### src/sv/pidaw_pkg.sv
`default_nettype none

package pidaw_pkg;

    localparam int DATA_W    = 32;
    localparam int FRAC_BITS = 16;
    localparam int DT_W      = 24;
    localparam int DT_FRAC   = 24;
    localparam int DIV_DVD_W = 56;
    localparam int DIV_STEPS = 56;
    localparam int CFG_IDX_W = 3;

    typedef struct packed {
        logic signed [31:0] target;
        logic signed [31:0] sensed;
        logic [23:0]        step_time;
        logic               restart;
    } in_item_t;

    typedef struct packed {
        logic signed [31:0] drive;
        logic               limited;
    } out_item_t;

    typedef enum logic [2:0] {
        REG_PROP_GAIN     = 3'd0,
        REG_INTEG_GAIN    = 3'd1,
        REG_DERIV_GAIN    = 3'd2,
        REG_DRIVE_FLOOR   = 3'd3,
        REG_DRIVE_CEILING = 3'd4,
        REG_ACCUM_FLOOR   = 3'd5,
        REG_ACCUM_CEILING = 3'd6
    } cfg_reg_t;

    typedef enum logic [3:0] {
        ST_IDLE,
        ST_MUL_P,
        ST_MUL_INC,
        ST_ACC,
        ST_MUL_I,
        ST_DIV_D,
        ST_WAIT_D,
        ST_MUL_D,
        ST_SUM,
        ST_CHECK,
        ST_LIMIT,
        ST_DIV_B,
        ST_WAIT_B,
        ST_FINISH
    } state_t;

    typedef enum logic [1:0] {
        MUL_P,
        MUL_INC,
        MUL_I,
        MUL_D
    } mul_sel_t;

    typedef enum logic {
        DIV_DERIV,
        DIV_BACK
    } div_src_t;

    typedef struct packed {
        logic     load;
        mul_sel_t mul_sel;
        logic     cap_ediff;
        logic     cap_p;
        logic     cap_acc;
        logic     cap_i;
        logic     div_start;
        div_src_t div_src;
        logic     cap_deriv;
        logic     cap_d;
        logic     cap_sum;
        logic     cap_limit;
        logic     cap_back;
        logic     load_out;
    } cmd_t;

    typedef struct packed {
        logic div_done;
        logic dt_zero;
        logic back_needed;
        logic out_free;
    } status_t;

    function automatic logic [31:0] mag32(input logic signed [31:0] a);
        return a[31] ? 32'(-a) : 32'(a);
    endfunction

    // Saturates a wide signed value to the 32-bit signal range.
    function automatic logic signed [31:0] sat_sig(input logic signed [33:0] x);
        logic signed [33:0] hi;
        logic signed [33:0] lo;
        hi = 34'sd2147483647;
        lo = -34'sd2147483648;
        if (x > hi)
            return 32'sh7FFF_FFFF;
        else if (x < lo)
            return 32'sh8000_0000;
        else
            return x[31:0];
    endfunction

    // Floor tested first: if limits cross, x < lo gives lo, else hi.
    function automatic logic signed [33:0] clamp(input logic signed [33:0] x,
                                                 input logic signed [31:0] lo,
                                                 input logic signed [31:0] hi);
        if (x < 34'(lo))
            return 34'(lo);
        else if (x > 34'(hi))
            return 34'(hi);
        else
            return x;
    endfunction

    // Applies a sign to a magnitude, saturating to the signal range.
    function automatic logic signed [31:0] apply_sign(input logic neg,
                                                      input logic [47:0] m);
        logic [47:0] lim;
        logic [47:0] mm;
        lim = neg ? 48'h0000_8000_0000 : 48'h0000_7FFF_FFFF;
        mm  = (m > lim) ? lim : m;
        return neg ? $signed(-mm[31:0]) : $signed(mm[31:0]);
    endfunction

endpackage

`default_nettype wire

### src/sv/pidaw_div.sv
`default_nettype none

module pidaw_div (
    input  wire logic        clk,
    input  wire logic        rst_n,
    input  wire logic        start,
    input  wire logic [55:0] dividend,
    input  wire logic [31:0] divisor,
    output logic             done,
    output logic [31:0]      quotient,
    output logic             overflow
);

    logic        busy_reg, busy_next;
    logic        done_reg, done_next;
    logic [5:0]  cnt_reg, cnt_next;
    logic [31:0] rem_reg, rem_next;
    logic [55:0] dvd_reg, dvd_next;
    logic [31:0] dvsr_reg, dvsr_next;
    logic [31:0] q_reg, q_next;
    logic        ovf_reg, ovf_next;
    logic [32:0] trial;
    logic        fits;

    assign trial = {rem_reg, dvd_reg[pidaw_pkg::DIV_DVD_W-1]};
    assign fits  = trial >= {1'b0, dvsr_reg};

    always_comb
    begin
        busy_next = busy_reg;
        done_next = 1'b0;
        cnt_next  = cnt_reg;
        rem_next  = rem_reg;
        dvd_next  = dvd_reg;
        dvsr_next = dvsr_reg;
        q_next    = q_reg;
        ovf_next  = ovf_reg;
        if (start)
        begin
            busy_next = 1'b1;
            cnt_next  = '0;
            rem_next  = '0;
            dvd_next  = dividend;
            dvsr_next = divisor;
            q_next    = '0;
            ovf_next  = 1'b0;
        end
        else if (busy_reg)
        begin
            // The remainder stays below the divisor, so it fits in 32 bits.
            rem_next = fits ? 32'(trial - {1'b0, dvsr_reg}) : trial[31:0];
            dvd_next = {dvd_reg[pidaw_pkg::DIV_DVD_W-2:0], 1'b0};
            q_next   = {q_reg[30:0], fits};
            ovf_next = ovf_reg | q_reg[31];
            cnt_next = cnt_reg + 6'd1;
            if (cnt_reg == 6'(pidaw_pkg::DIV_STEPS - 1))
            begin
                busy_next = 1'b0;
                done_next = 1'b1;
            end
        end
    end

    always_ff @(posedge clk or negedge rst_n)
    begin
        if (!rst_n)
        begin
            busy_reg <= 1'b0;
            done_reg <= 1'b0;
            cnt_reg  <= '0;
        end
        else
        begin
            busy_reg <= busy_next;
            done_reg <= done_next;
            cnt_reg  <= cnt_next;
        end
    end

    always_ff @(posedge clk)
    begin
        rem_reg  <= rem_next;
        dvd_reg  <= dvd_next;
        dvsr_reg <= dvsr_next;
        q_reg    <= q_next;
        ovf_reg  <= ovf_next;
    end

    assign done     = done_reg;
    assign quotient = q_reg;
    assign overflow = ovf_reg;

endmodule

`default_nettype wire

### src/sv/pidaw_datapath.sv
`default_nettype none

module pidaw_datapath (
    input  wire logic                 clk,
    input  wire logic                 rst_n,
    input  wire pidaw_pkg::cmd_t      cmd,
    output pidaw_pkg::status_t        status,
    input  wire pidaw_pkg::in_item_t  in_data,
    input  wire logic                 cfg_we,
    input  wire logic [2:0]           cfg_index,
    input  wire logic [31:0]          cfg_data,
    output pidaw_pkg::out_item_t      out_data,
    output logic                      out_valid,
    input  wire logic                 out_stall
);

    logic signed [31:0] prop_gain_reg, integ_gain_reg, deriv_gain_reg;
    logic signed [31:0] drive_floor_reg, drive_ceiling_reg;
    logic signed [31:0] accum_floor_reg, accum_ceiling_reg;

    logic signed [31:0] acc_reg, last_reg;
    logic signed [31:0] error_reg, ediff_reg;
    logic [23:0]        dt_reg;
    logic signed [31:0] p_reg, i_reg, d_reg, deriv_reg, drive_reg;
    logic signed [33:0] sum_reg;
    logic               limited_reg;
    logic               back_neg_reg;
    logic [63:0]        prod_reg;
    logic               neg_reg;
    logic               out_valid_reg;
    pidaw_pkg::out_item_t out_reg;

    logic [31:0]        a_mag, b_mag;
    logic               neg_next;
    logic signed [31:0] inc;
    logic signed [31:0] acc_sat;
    logic signed [33:0] acc_clamped;
    logic signed [33:0] drive_clamped;
    logic               above, below;
    logic signed [33:0] back_x;
    logic [33:0]        back_mag;
    logic [55:0]        div_dvd;
    logic [31:0]        div_dvsr;
    logic               div_done;
    logic [31:0]        div_q;
    logic               div_ovf;
    logic [47:0]        div_mag;

    // Configuration registers.
    always_ff @(posedge clk or negedge rst_n)
    begin
        if (!rst_n)
        begin
            prop_gain_reg     <= '0;
            integ_gain_reg    <= '0;
            deriv_gain_reg    <= '0;
            drive_floor_reg   <= 32'sh8000_0000;
            drive_ceiling_reg <= 32'sh7FFF_FFFF;
            accum_floor_reg   <= 32'sh8000_0000;
            accum_ceiling_reg <= 32'sh7FFF_FFFF;
        end
        else if (cfg_we)
        begin
            unique case (cfg_index)
                pidaw_pkg::REG_PROP_GAIN:     prop_gain_reg     <= cfg_data;
                pidaw_pkg::REG_INTEG_GAIN:    integ_gain_reg    <= cfg_data;
                pidaw_pkg::REG_DERIV_GAIN:    deriv_gain_reg    <= cfg_data;
                pidaw_pkg::REG_DRIVE_FLOOR:   drive_floor_reg   <= cfg_data;
                pidaw_pkg::REG_DRIVE_CEILING: drive_ceiling_reg <= cfg_data;
                pidaw_pkg::REG_ACCUM_FLOOR:   accum_floor_reg   <= cfg_data;
                pidaw_pkg::REG_ACCUM_CEILING: accum_ceiling_reg <= cfg_data;
                default: ;
            endcase
        end
    end

    // Shared magnitude multiplier; the sign travels beside the product.
    always_comb
    begin
        case (cmd.mul_sel)
            pidaw_pkg::MUL_P:
            begin
                a_mag    = pidaw_pkg::mag32(prop_gain_reg);
                b_mag    = pidaw_pkg::mag32(error_reg);
                neg_next = prop_gain_reg[31] ^ error_reg[31];
            end
            pidaw_pkg::MUL_INC:
            begin
                a_mag    = pidaw_pkg::mag32(error_reg);
                b_mag    = {8'b0, dt_reg};
                neg_next = error_reg[31];
            end
            pidaw_pkg::MUL_I:
            begin
                a_mag    = pidaw_pkg::mag32(integ_gain_reg);
                b_mag    = pidaw_pkg::mag32(acc_reg);
                neg_next = integ_gain_reg[31] ^ acc_reg[31];
            end
            default:
            begin
                a_mag    = pidaw_pkg::mag32(deriv_gain_reg);
                b_mag    = pidaw_pkg::mag32(deriv_reg);
                neg_next = deriv_gain_reg[31] ^ deriv_reg[31];
            end
        endcase
    end

    assign inc     = pidaw_pkg::apply_sign(neg_reg, {8'b0, prod_reg[63:pidaw_pkg::DT_FRAC]});
    assign acc_sat = pidaw_pkg::sat_sig(34'(acc_reg) + 34'(inc));

    assign acc_clamped   = pidaw_pkg::clamp(34'(acc_sat), accum_floor_reg, accum_ceiling_reg);
    assign drive_clamped = pidaw_pkg::clamp(sum_reg, drive_floor_reg, drive_ceiling_reg);

    assign above = sum_reg > 34'(drive_ceiling_reg);
    assign below = sum_reg < 34'(drive_floor_reg);

    // Back-calculation: the accumulator becomes (drive - P - D) / ki.
    assign back_x   = 34'(drive_reg) - 34'(p_reg) - 34'(d_reg);
    assign back_mag = back_x[33] ? 34'(-back_x) : 34'(back_x);

    always_comb
    begin
        if (cmd.div_src == pidaw_pkg::DIV_BACK)
        begin
            div_dvd  = {6'b0, back_mag, 16'b0};
            div_dvsr = pidaw_pkg::mag32(integ_gain_reg);
        end
        else
        begin
            div_dvd  = {pidaw_pkg::mag32(ediff_reg), 24'b0};
            div_dvsr = {8'b0, dt_reg};
        end
    end

    assign div_mag = {15'b0, div_ovf, div_q};

    pidaw_div u_div (
        .clk      (clk),
        .rst_n    (rst_n),
        .start    (cmd.div_start),
        .dividend (div_dvd),
        .divisor  (div_dvsr),
        .done     (div_done),
        .quotient (div_q),
        .overflow (div_ovf)
    );

    always_ff @(posedge clk or negedge rst_n)
    begin
        if (!rst_n)
        begin
            acc_reg       <= '0;
            last_reg      <= '0;
            out_valid_reg <= 1'b0;
        end
        else
        begin
            if (cmd.load && in_data.restart)
            begin
                acc_reg  <= '0;
                last_reg <= '0;
            end
            if (cmd.cap_acc)
                acc_reg <= acc_clamped[31:0];
            if (cmd.cap_back)
                acc_reg <= pidaw_pkg::apply_sign(back_neg_reg, div_mag);
            if (cmd.load_out)
            begin
                last_reg      <= error_reg;
                out_valid_reg <= 1'b1;
            end
            else if (!out_stall)
                out_valid_reg <= 1'b0;
        end
    end

    always_ff @(posedge clk)
    begin
        prod_reg <= 64'(a_mag) * 64'(b_mag);
        neg_reg  <= neg_next;
        if (cmd.load)
        begin
            error_reg <= pidaw_pkg::sat_sig(34'(in_data.target) - 34'(in_data.sensed));
            dt_reg    <= in_data.step_time;
        end
        if (cmd.cap_ediff)
            ediff_reg <= pidaw_pkg::sat_sig(34'(error_reg) - 34'(last_reg));
        if (cmd.cap_p)
            p_reg <= pidaw_pkg::apply_sign(neg_reg, prod_reg[63:pidaw_pkg::FRAC_BITS]);
        if (cmd.cap_i)
            i_reg <= pidaw_pkg::apply_sign(neg_reg, prod_reg[63:pidaw_pkg::FRAC_BITS]);
        if (cmd.cap_d)
            d_reg <= pidaw_pkg::apply_sign(neg_reg, prod_reg[63:pidaw_pkg::FRAC_BITS]);
        if (cmd.cap_deriv)
            deriv_reg <= (dt_reg == '0) ? '0 : pidaw_pkg::apply_sign(ediff_reg[31], div_mag);
        if (cmd.cap_sum)
            sum_reg <= 34'(p_reg) + 34'(i_reg) + 34'(d_reg);
        if (cmd.cap_limit)
        begin
            drive_reg   <= drive_clamped[31:0];
            limited_reg <= above | below;
        end
        if (cmd.div_start && cmd.div_src == pidaw_pkg::DIV_BACK)
            back_neg_reg <= back_x[33] ^ integ_gain_reg[31];
        if (cmd.load_out)
        begin
            out_reg.drive   <= drive_reg;
            out_reg.limited <= limited_reg;
        end
    end

    assign status.div_done    = div_done;
    assign status.dt_zero     = (dt_reg == '0);
    assign status.back_needed = (integ_gain_reg != '0) &&
                                ((above && !error_reg[31] && error_reg != '0) ||
                                 (below && error_reg[31]));
    assign status.out_free    = !out_valid_reg || !out_stall;

    assign out_data  = out_reg;
    assign out_valid = out_valid_reg;

endmodule

`default_nettype wire

### src/sv/pidaw_ctrl.sv
`default_nettype none

module pidaw_ctrl (
    input  wire logic              clk,
    input  wire logic              rst_n,
    input  wire logic              in_valid,
    output logic                   in_stall,
    input  wire pidaw_pkg::status_t status,
    output pidaw_pkg::cmd_t        cmd
);

    pidaw_pkg::state_t state_reg, state_next;

    always_ff @(posedge clk or negedge rst_n)
    begin
        if (!rst_n)
            state_reg <= pidaw_pkg::ST_IDLE;
        else
            state_reg <= state_next;
    end

    always_comb
    begin
        state_next = state_reg;
        unique case (state_reg)
            pidaw_pkg::ST_IDLE:    if (in_valid) state_next = pidaw_pkg::ST_MUL_P;
            pidaw_pkg::ST_MUL_P:   state_next = pidaw_pkg::ST_MUL_INC;
            pidaw_pkg::ST_MUL_INC: state_next = pidaw_pkg::ST_ACC;
            pidaw_pkg::ST_ACC:     state_next = pidaw_pkg::ST_MUL_I;
            pidaw_pkg::ST_MUL_I:   state_next = pidaw_pkg::ST_DIV_D;
            pidaw_pkg::ST_DIV_D:   state_next = pidaw_pkg::ST_WAIT_D;
            pidaw_pkg::ST_WAIT_D:
                if (status.div_done || status.dt_zero)
                    state_next = pidaw_pkg::ST_MUL_D;
            pidaw_pkg::ST_MUL_D:   state_next = pidaw_pkg::ST_SUM;
            pidaw_pkg::ST_SUM:     state_next = pidaw_pkg::ST_CHECK;
            pidaw_pkg::ST_CHECK:   state_next = pidaw_pkg::ST_LIMIT;
            pidaw_pkg::ST_LIMIT:
                state_next = status.back_needed ? pidaw_pkg::ST_DIV_B
                                                : pidaw_pkg::ST_FINISH;
            pidaw_pkg::ST_DIV_B:   state_next = pidaw_pkg::ST_WAIT_B;
            pidaw_pkg::ST_WAIT_B:
                if (status.div_done) state_next = pidaw_pkg::ST_FINISH;
            pidaw_pkg::ST_FINISH:
                if (status.out_free) state_next = pidaw_pkg::ST_IDLE;
            default:               state_next = pidaw_pkg::ST_IDLE;
        endcase
    end

    always_comb
    begin
        cmd         = '0;
        cmd.mul_sel = pidaw_pkg::MUL_P;
        cmd.div_src = pidaw_pkg::DIV_DERIV;
        in_stall    = 1'b1;
        unique case (state_reg)
            pidaw_pkg::ST_IDLE:
            begin
                in_stall = 1'b0;
                cmd.load = in_valid;
            end
            pidaw_pkg::ST_MUL_P:
            begin
                cmd.mul_sel   = pidaw_pkg::MUL_P;
                cmd.cap_ediff = 1'b1;
            end
            pidaw_pkg::ST_MUL_INC:
            begin
                cmd.mul_sel = pidaw_pkg::MUL_INC;
                cmd.cap_p   = 1'b1;
            end
            pidaw_pkg::ST_ACC:     cmd.cap_acc = 1'b1;
            pidaw_pkg::ST_MUL_I:   cmd.mul_sel = pidaw_pkg::MUL_I;
            pidaw_pkg::ST_DIV_D:
            begin
                cmd.cap_i     = 1'b1;
                cmd.div_start = !status.dt_zero;
            end
            pidaw_pkg::ST_WAIT_D:
                cmd.cap_deriv = status.div_done || status.dt_zero;
            pidaw_pkg::ST_MUL_D:   cmd.mul_sel = pidaw_pkg::MUL_D;
            pidaw_pkg::ST_SUM:     cmd.cap_d = 1'b1;
            pidaw_pkg::ST_CHECK:   cmd.cap_sum = 1'b1;
            pidaw_pkg::ST_LIMIT:   cmd.cap_limit = 1'b1;
            pidaw_pkg::ST_DIV_B:
            begin
                cmd.div_src   = pidaw_pkg::DIV_BACK;
                cmd.div_start = 1'b1;
            end
            pidaw_pkg::ST_WAIT_B:
            begin
                cmd.div_src  = pidaw_pkg::DIV_BACK;
                cmd.cap_back = status.div_done;
            end
            pidaw_pkg::ST_FINISH:  cmd.load_out = status.out_free;
            default: ;
        endcase
    end

    a_accept_starts: assert property (@(posedge clk) disable iff (!rst_n)
        (state_reg == pidaw_pkg::ST_IDLE && in_valid) |=> state_reg == pidaw_pkg::ST_MUL_P)
        else $error("accepted transfer did not start a step");

    a_div_waits: assert property (@(posedge clk) disable iff (!rst_n)
        cmd.div_start |=> (state_reg == pidaw_pkg::ST_WAIT_D ||
                           state_reg == pidaw_pkg::ST_WAIT_B))
        else $error("divider started outside a wait sequence");

    a_finish_once: assert property (@(posedge clk) disable iff (!rst_n)
        cmd.load_out |=> (state_reg == pidaw_pkg::ST_IDLE && !cmd.load_out))
        else $error("result loaded twice for one step");

endmodule

`default_nettype wire

### src/sv/pid_controller_antiwindup_core.sv
`default_nettype none

// PID controller with a clamped integral and back-calculation anti-windup,
// Q16.16 signals and gains, step time in unsigned Q0.24 seconds. A step
// runs from the input transfer to the result through a state sequence that
// uses the bit-serial divider to form the derivative unless the step time is
// zero; a step whose drive saturates in the direction of the error with a
// nonzero integral gain runs the divider a second time for the
// back-calculated integral. A new step is accepted once the previous one is
// finished, while its result may still wait in the output register.
module pid_controller_antiwindup_core (
    input  wire logic                 clk,
    input  wire logic                 rst_n,
    input  wire logic                 in_valid,
    output logic                      in_stall,
    input  wire pidaw_pkg::in_item_t  in_data,
    output logic                      out_valid,
    input  wire logic                 out_stall,
    output pidaw_pkg::out_item_t      out_data,
    input  wire logic                 cfg_valid,
    output logic                      cfg_ready,
    input  wire logic [2:0]           cfg_index,
    input  wire logic [31:0]          cfg_data
);

    pidaw_pkg::cmd_t    cmd;
    pidaw_pkg::status_t status;

    assign cfg_ready = 1'b1;

    pidaw_ctrl u_ctrl (
        .clk      (clk),
        .rst_n    (rst_n),
        .in_valid (in_valid),
        .in_stall (in_stall),
        .status   (status),
        .cmd      (cmd)
    );

    pidaw_datapath u_datapath (
        .clk       (clk),
        .rst_n     (rst_n),
        .cmd       (cmd),
        .status    (status),
        .in_data   (in_data),
        .cfg_we    (cfg_valid && cfg_ready),
        .cfg_index (cfg_index),
        .cfg_data  (cfg_data),
        .out_data  (out_data),
        .out_valid (out_valid),
        .out_stall (out_stall)
    );

endmodule

`default_nettype wire
### config.mk
export PLATFORM = sky130hd
export DESIGN_NAME = pid_controller_antiwindup_core
export DESIGN_NICKNAME = d
export VERILOG_FILES = /design/src/sv/pidaw_pkg.sv /design/src/sv/pidaw_div.sv /design/src/sv/pidaw_datapath.sv /design/src/sv/pidaw_ctrl.sv /design/src/sv/pid_controller_antiwindup_core.sv
export SDC_FILE = /design/constraint.sdc
export NUM_CORES = 2
export LEC_CHECK = 0
export BUFFER_PORTS_ARGS = -buffer_cell sky130_fd_sc_hd__buf_2
export CAP_MARGIN = 0
export CORE_MARGIN = 3
export CORE_UTILIZATION = 36
export DETAILED_ROUTE_END_ITERATION = 10
export SLEW_MARGIN = 30
export SYNTH_ARGS = -nofsm -noshare
export SYNTH_HDL_FRONTEND = slang
export SYNTH_SLANG_ARGS = --single-unit
### constraint.sdc
create_clock -name clk -period 17.45 [get_ports clk]
set_input_delay 3.49 -clock clk [delete_from_list [all_inputs] [get_ports clk]]
set_output_delay 3.49 -clock clk [all_outputs]
set_load 0.1 [all_outputs]
# ---- After elaboration in Yosys (flattened, before gate mapping)
# Cells that the tools add are included.
dict set report classes {
  addsub 21
  multipliers 1
  div_mod_pow 0
  n_lt_le_gt_ge 15
  n_eq_ne 27
  shifts 0
  n_mux 70
  bitwise 6
  reduce_logical 31
}
# op count
set ops {}
lappend ops {{$mux 32} 31}
lappend ops {{$neg 32->32} 11}
lappend ops {{$pmux 32 s3} 2}
lappend ops {{$mux 56} 3}
lappend ops {{$gt 34x32->1 const B} 3}
lappend ops {{$lt 34x32->1 const B} 3}
lappend ops {{$sub 32x32->33} 3}
lappend ops {{$add 32x32->33} 2}
lappend ops {{$gt 33x32->1} 2}
lappend ops {{$mul 32x32->64} 1}
lappend ops {{$reduce_bool 32->1} 2}
lappend ops {{$pmux 4 s14} 1}
lappend ops {{$gt 48x32->1} 1}
lappend ops {{$gt 40x32->1} 1}
lappend ops {{$add 33x32->34} 1}
lappend ops {{$gt 34x32->1} 1}
lappend ops {{$lt 34x32->1} 1}
lappend ops {{$mux 34} 1}
lappend ops {{$neg 34->34} 1}
lappend ops {{$sub 33x32->34} 1}
lappend ops {{$ge 33x32->1} 1}
lappend ops {{$gt 32x32->1} 1}
lappend ops {{$lt 32x32->1} 1}
lappend ops {{$sub 32x32->32} 1}
lappend ops {{35 further kinds} 95}
dict set report totals {
  ff_bits 836
  latchBits 0
  ram_bits 0
  mem_bits_ro 0
  output_inout_bits 36
  memories 0
}

# ---- Longest topological paths before layout
dict set report depth {
  depth_word 14
  mapped_depth 49
}

# ---- Cells and area by module
# From an unflattened synthesis, not the netlist that was laid out.
dict set report unflattened {
  hier_cells 9894
  area_unflattened_um2 90952.2
}
# mod n_inst cells_per_inst area_per_inst_um2 seq_area_each_um2
set modules_own_cells {}
lappend modules_own_cells {pidaw_datapath 1 9092 82306.4 17812.1}
lappend modules_own_cells {pidaw_div 1 735 8187.9 4144.0}
lappend modules_own_cells {pidaw_ctrl 1 65 446.7 100.1}
lappend modules_own_cells {pid_controller_antiwindup_core 1 2 11.3 0.0}

# ---- Least setup slack after synthesis
# OpenSTA, ideal clock, no wires.
dict set report synth_timing {
  path_kind {register -> register}
  start {reg u_datapath.acc_reg[1]}
  end {reg u_datapath.prod_reg[49]}
  arrival_ns 10.421
  required_time_ns 17.323
  slack_ns 6.902
  stages_incl_launch_ff 41
  path_buffers 2
  synth_period_minus_slack_ns 10.548
  path_cell_list {dfrtp_1 -> inv_1 -> ha_1 -> or3b_2 -> or4_1 -> or3_1 -> o21ai_0 -> nand2_1 -> or2_2 -> o31ai_1 -> xor2_1 -> o22ai_1 -> nor2_1 -> a21oi_1 -> clkbuf_1 -> nand2_1 -> fa_1 -> inv_1 -> (+5 left out) -> fa_1 -> inv_1 -> fa_1 -> fa_1 -> ha_1 -> clkbuf_1 -> a21oi_1 -> o21bai_1 -> a221o_1 -> a21oi_1 -> and4b_1 -> a21oi_1 -> a31oi_1 -> nor2_1 -> or2_2 -> a21oi_1 -> o21ai_0 -> xor2_1}
}
dict set report synth_between {
  elab_chain_cells 4
}
# element line
set synth_lines {}
lappend synth_lines {{start: declaration} pidaw_datapath.sv:21} ;# logic signed [31:0] acc_reg, last_reg;
lappend synth_lines {{start signal: assignment} pidaw_datapath.sv:164} ;# acc_reg <= acc_clamped[31:0];
lappend synth_lines {{start signal: assignment} pidaw_datapath.sv:166} ;# acc_reg <= pidaw_pkg::apply_sign(back_neg_reg, div_mag);
lappend synth_lines {{$neg 32->32} pidaw_pkg.sv:89} ;# return a[31] ? 32'(-a) : 32'(a);
lappend synth_lines {{$mux 32 *} pidaw_pkg.sv:89}
lappend synth_lines {{$pmux 32 s3 *} pidaw_datapath.sv:80} ;# case (cmd.mul_sel)
lappend synth_lines {{$mul 32x32->64 *} pidaw_datapath.sv:179} ;# prod_reg <= 64'(a_mag) * 64'(b_mag);
lappend synth_lines {{end signal: assignment} pidaw_datapath.sv:179}
lappend synth_lines {{end: declaration} pidaw_datapath.sv:28} ;# logic [63:0] prod_reg;
# Every way passes the cells marked *; elsewhere a longest branch is shown, timed or not.
# A chain may end at the register's enable or synchronous reset.

# ---- Final worst setup path
dict set report layout_timing {
  start {reg u_datapath.prop_gain_reg[8]}
  end {reg u_datapath.prod_reg[49]}
}
dict set report layout_between {
  elab_chain_cells 4
}
# element line
set layout_lines {}
lappend layout_lines {{start: declaration} pidaw_datapath.sv:17} ;# logic signed [31:0] prop_gain_reg, integ_gain_reg, deriv_gain_reg;
lappend layout_lines {{start signal: assignment} pidaw_datapath.sv:65} ;# pidaw_pkg::REG_PROP_GAIN: prop_gain_reg <= cfg_data;
lappend layout_lines {{$neg 32->32} pidaw_pkg.sv:89}
lappend layout_lines {{$mux 32 *} pidaw_pkg.sv:89}
lappend layout_lines {{$pmux 32 s3 *} pidaw_datapath.sv:80}
lappend layout_lines {{$mul 32x32->64 *} pidaw_datapath.sv:179}
# Marks and branches as above.

==> results.sh <==
export IMPL_run_status="completed"
export IMPL_io_pins=165
export IMPL_drt_wirelength_per_cell_um=24.9
export IMPL_hold_path_class="register to register"
export IMPL_place_detailed_hpwl_mm=248
export IMPL_holdPathStages=0
export IMPL_cp_data_required_time_ns=18.05
export IMPL_crit_path_max_incr_delay_ns=0.62
export IMPL_area_growth_pct=9.22
export IMPL_crit_path_max_fanout=24
export IMPL_rsz0062_at_grt="false"
export IMPL_synth_warnings=0
export IMPL_design_die_area_um2=254000
export IMPL_grtUsageMet1=0.338
export IMPL_largest_register_ffs=48
export IMPL_drt_antenna_violating_nets=0
export IMPL_port_buffers=163
export IMPL_postSynthRegisterBits=804
export IMPL_yosysSeqAreaShare=0.242
export IMPL_clock_insertion_delay_worst_skew_ns=0.75
export IMPL_drv_max_cap_violation_count=0
export IMPL_die_height_um=504
export IMPL_drt_total_wl_mm=327
export IMPL_tritoncts="yes"
export IMPL_num_vias=73700
export IMPL_core_area_um2=246000
export IMPL_ctsResizeCount=0
export IMPL_maxClockFrequency_mhz=82.4
export IMPL_postLayoutCellArea_um2=97500
export IMPL_grt_use_met3=0.0495
export IMPL_worstReg2RegStart="u_datapath.prop_gain_reg[8]"
export IMPL_final_hold_violation_count=0
export IMPL_numCtsBuffers=90
export IMPL_nFillCells=24500
export IMPL_cts_sinks=804
export IMPL_root_buffer="clkbuf_16"
export IMPL_critPathKind="register to register"
export IMPL_r2r_setup_slack_ns=5.31
export IMPL_post_cts_repair_setup_buffers=0
export IMPL_global_route_peak_usage_layer="met2"
export IMPL_worst_endpoint_arrival_ns=12.74
export IMPL_vias_per_cell=5.61
export IMPL_drtIter0Drc=6793
export IMPL_layout_setup_ws_ns=5.31
export IMPL_layout_min_cycle_time_ns=12.14
export IMPL_wire_length_of_the_first_global_routing_pass_mm=485
export IMPL_timing_hold_worst_start="u_datapath.limited_reg"
export IMPL_synth_async_reset_ratio=0.374
export IMPL_postCtsHoldBufs=0
export IMPL_endpoint_of_the_lowest_slack_register_to_register_path="u_datapath.prod_reg[49]"
export IMPL_place_area_um2=94300
export IMPL_finalNetCount=11500
export IMPL_cpMostUsedCell="fa_1"
export IMPL_setup_tns_after_final_layout_ns=0
export IMPL_ys_dominant_reg_cell="edfxtp_1"
export IMPL_global_route_usage_total=0.253
export IMPL_post_synth_num_cell_types=96
export IMPL_synth_edff_count=389
export IMPL_max_root_sink_buffers=3
export IMPL_cpMaxStageDelayCell="a31oi_1"
export IMPL_final_layout_size_suffix_gt1_frac=0.0911
export IMPL_grt_start_max_net_pins=111
export IMPL_remaining_drc_errors=0
export IMPL_setup_viol=0
export IMPL_worst_setup_path_end_kind="register"
export IMPL_postSynthNetCount=11600
export IMPL_drt_pass1_iter_count=6
export IMPL_grt_pass1_vias=73900
export IMPL_pre_cts_ws_ns=5.36
export IMPL_clk_transition_reported_paths_ns=0.06
export IMPL_leading_cell_type_in_the_layout_fill_and_taps_excluded="inv_1"
export IMPL_fin_skew_ns=0.0372
export IMPL_finalMaxSlewViolations=0
export IMPL_grt_antenna_before_repair=38
export IMPL_finalWeightedCongestion=1.01
export IMPL_die_width_um=504
export IMPL_synth_cells=9820
export IMPL_hold_end="u_datapath.out_data[0]"
export IMPL_rr_worst_depth=36
export IMPL_commonest_cells_after_routing_fill_and_taps_aside="inv_1 (1411), nand2_1 (1273), fa_1 (964)"
export IMPL_timing_slew_headroom=0.248
export IMPL_max_slew_worst_pin_slew_ns=1.12
export IMPL_grtUsageMet2=0.388
export IMPL_initial_utilization=0.362
export IMPL_synthesis_area_um2=89300
export IMPL_h_tree_depth=3
export IMPL_grt_overflow_total=0
export IMPL_syn_mean_instance_area_um2=9.09
export IMPL_std_cell_rows=182
export IMPL_period_share=0.696
export IMPL_timing_critical_path_from_type="register"
-- synth_stat cells, types with 30 or more instances --
| master | count | area, um2 |
|---|---|---|
| nor4_1 | 43 | 269 |
| mux2i_1 | 130 | 1300 |
| dfstp_2 | 64 | 1680 |
| fa_1 | 964 | 19300 |
| o21a_1 | 54 | 405 |
| dfrtp_1 | 237 | 5930 |
| o22ai_1 | 61 | 382 |
| inv_1 | 1412 | 5300 |
| nand2b_1 | 74 | 463 |
| nand3_1 | 91 | 455 |
| nor2_1 | 454 | 1700 |
| nand2_1 | 1274 | 4780 |
| and3_1 | 35 | 219 |
| a21o_1 | 227 | 1700 |
| a211oi_1 | 47 | 353 |
| or4_1 | 43 | 323 |
| or3_1 | 63 | 394 |
| mux2_2 | 198 | 2230 |
| o21bai_1 | 34 | 255 |
| xnor2_1 | 226 | 1980 |
| clkbuf_1 | 450 | 1690 |
| o21ai_0 | 619 | 3100 |
| a221oi_1 | 30 | 263 |
| nor2b_1 | 126 | 788 |
| nand4_1 | 78 | 488 |
| edfxtp_1 | 389 | 11700 |
| nor3_1 | 143 | 716 |
| or2_2 | 34 | 213 |
| and2_1 | 117 | 732 |
| o31ai_1 | 90 | 676 |
| dfxtp_1 | 114 | 2280 |
| ha_1 | 705 | 8820 |
| xor2_1 | 239 | 2090 |
| o211ai_1 | 37 | 278 |
| a21oi_1 | 485 | 2430 |
| a22o_1 | 38 | 333 |
| a31oi_1 | 32 | 200 |
-- worst max-delay path: cells and delay by family (launching register included) --
family,cells,cell delay [ns]
buffers and inverters,4,0.63
DFF,1,0.42
AOI/OAI and AO/OA,10,2.84
xor gates and xnor gates,2,0.27
and+or+nand+nor,11,3.31
adders and majority gates,9,4.49
-- layout make-up --
class	count	area, um2	area share
diodes	22	55.1	0.000565
clock buffers	114	2470	0.0253
clock inverters	55	584	0.00599
inverters	1414	5310	0.0544
multi-input cells	7121	61400	0.630
flip-flops and latches	804	21600	0.221
well taps	3312	4140	0.0425
repair buffers	304	1970	0.0202
-- stage by stage --
step                hold WS, ns  std cells  utilization
floorplan                 0.400       9820            -
global placement          0.405      13000        0.382
detailed placement        0.408      13000        0.383
CTS                       0.423      13100        0.395
global route              0.425      13100        0.396
finish                    0.421      13100        0.396
-- metal layers --
layer	vias up	wire length, um
li1	32700	-
met1	37000	136000
met2	3298	144000
met3	685	27900
met4	6	19800
met5	-	40
-- cells by family after synthesis --
group                      synth area share
and+or+nand+nor                       0.137
DFF                                   0.242
AOI/OAI and AO/OA                     0.139
buffers and inverters                0.0799
other                             0.0000420
muxes                                0.0395
adders and majority gates             0.317
xor gates and xnor gates             0.0456
-- how the worst max path moves through the flow --
| stage | startpoint | slack, ns | cells after the start | endpoint |
|---|---|---|---|---|
| 6_report | u_datapath.prop_gain_reg[8] | 5.31 | 36 | u_datapath.prod_reg[49] |
| 3_3_place_gp | u_datapath.error_reg[8] | 5.49 | 38 | u_datapath.prod_reg[60] |
| 3_5_place_dp | u_datapath.error_reg[9] | 5.36 | 38 | u_datapath.prod_reg[60] |
| 2_1_floorplan | u_datapath.acc_reg[1] | 6.90 | 40 | u_datapath.prod_reg[49] |
| 4_1_cts | u_datapath.acc_reg[1] | 5.33 | 41 | u_datapath.prod_reg[60] |
| 5_1_grt | u_datapath.acc_reg[1] | 4.61 | 41 | u_datapath.prod_reg[60] |
Power is left out: the tool's default activity adds up to more than one toggle a clock period on the data nets, which glitch-free logic cannot reach.
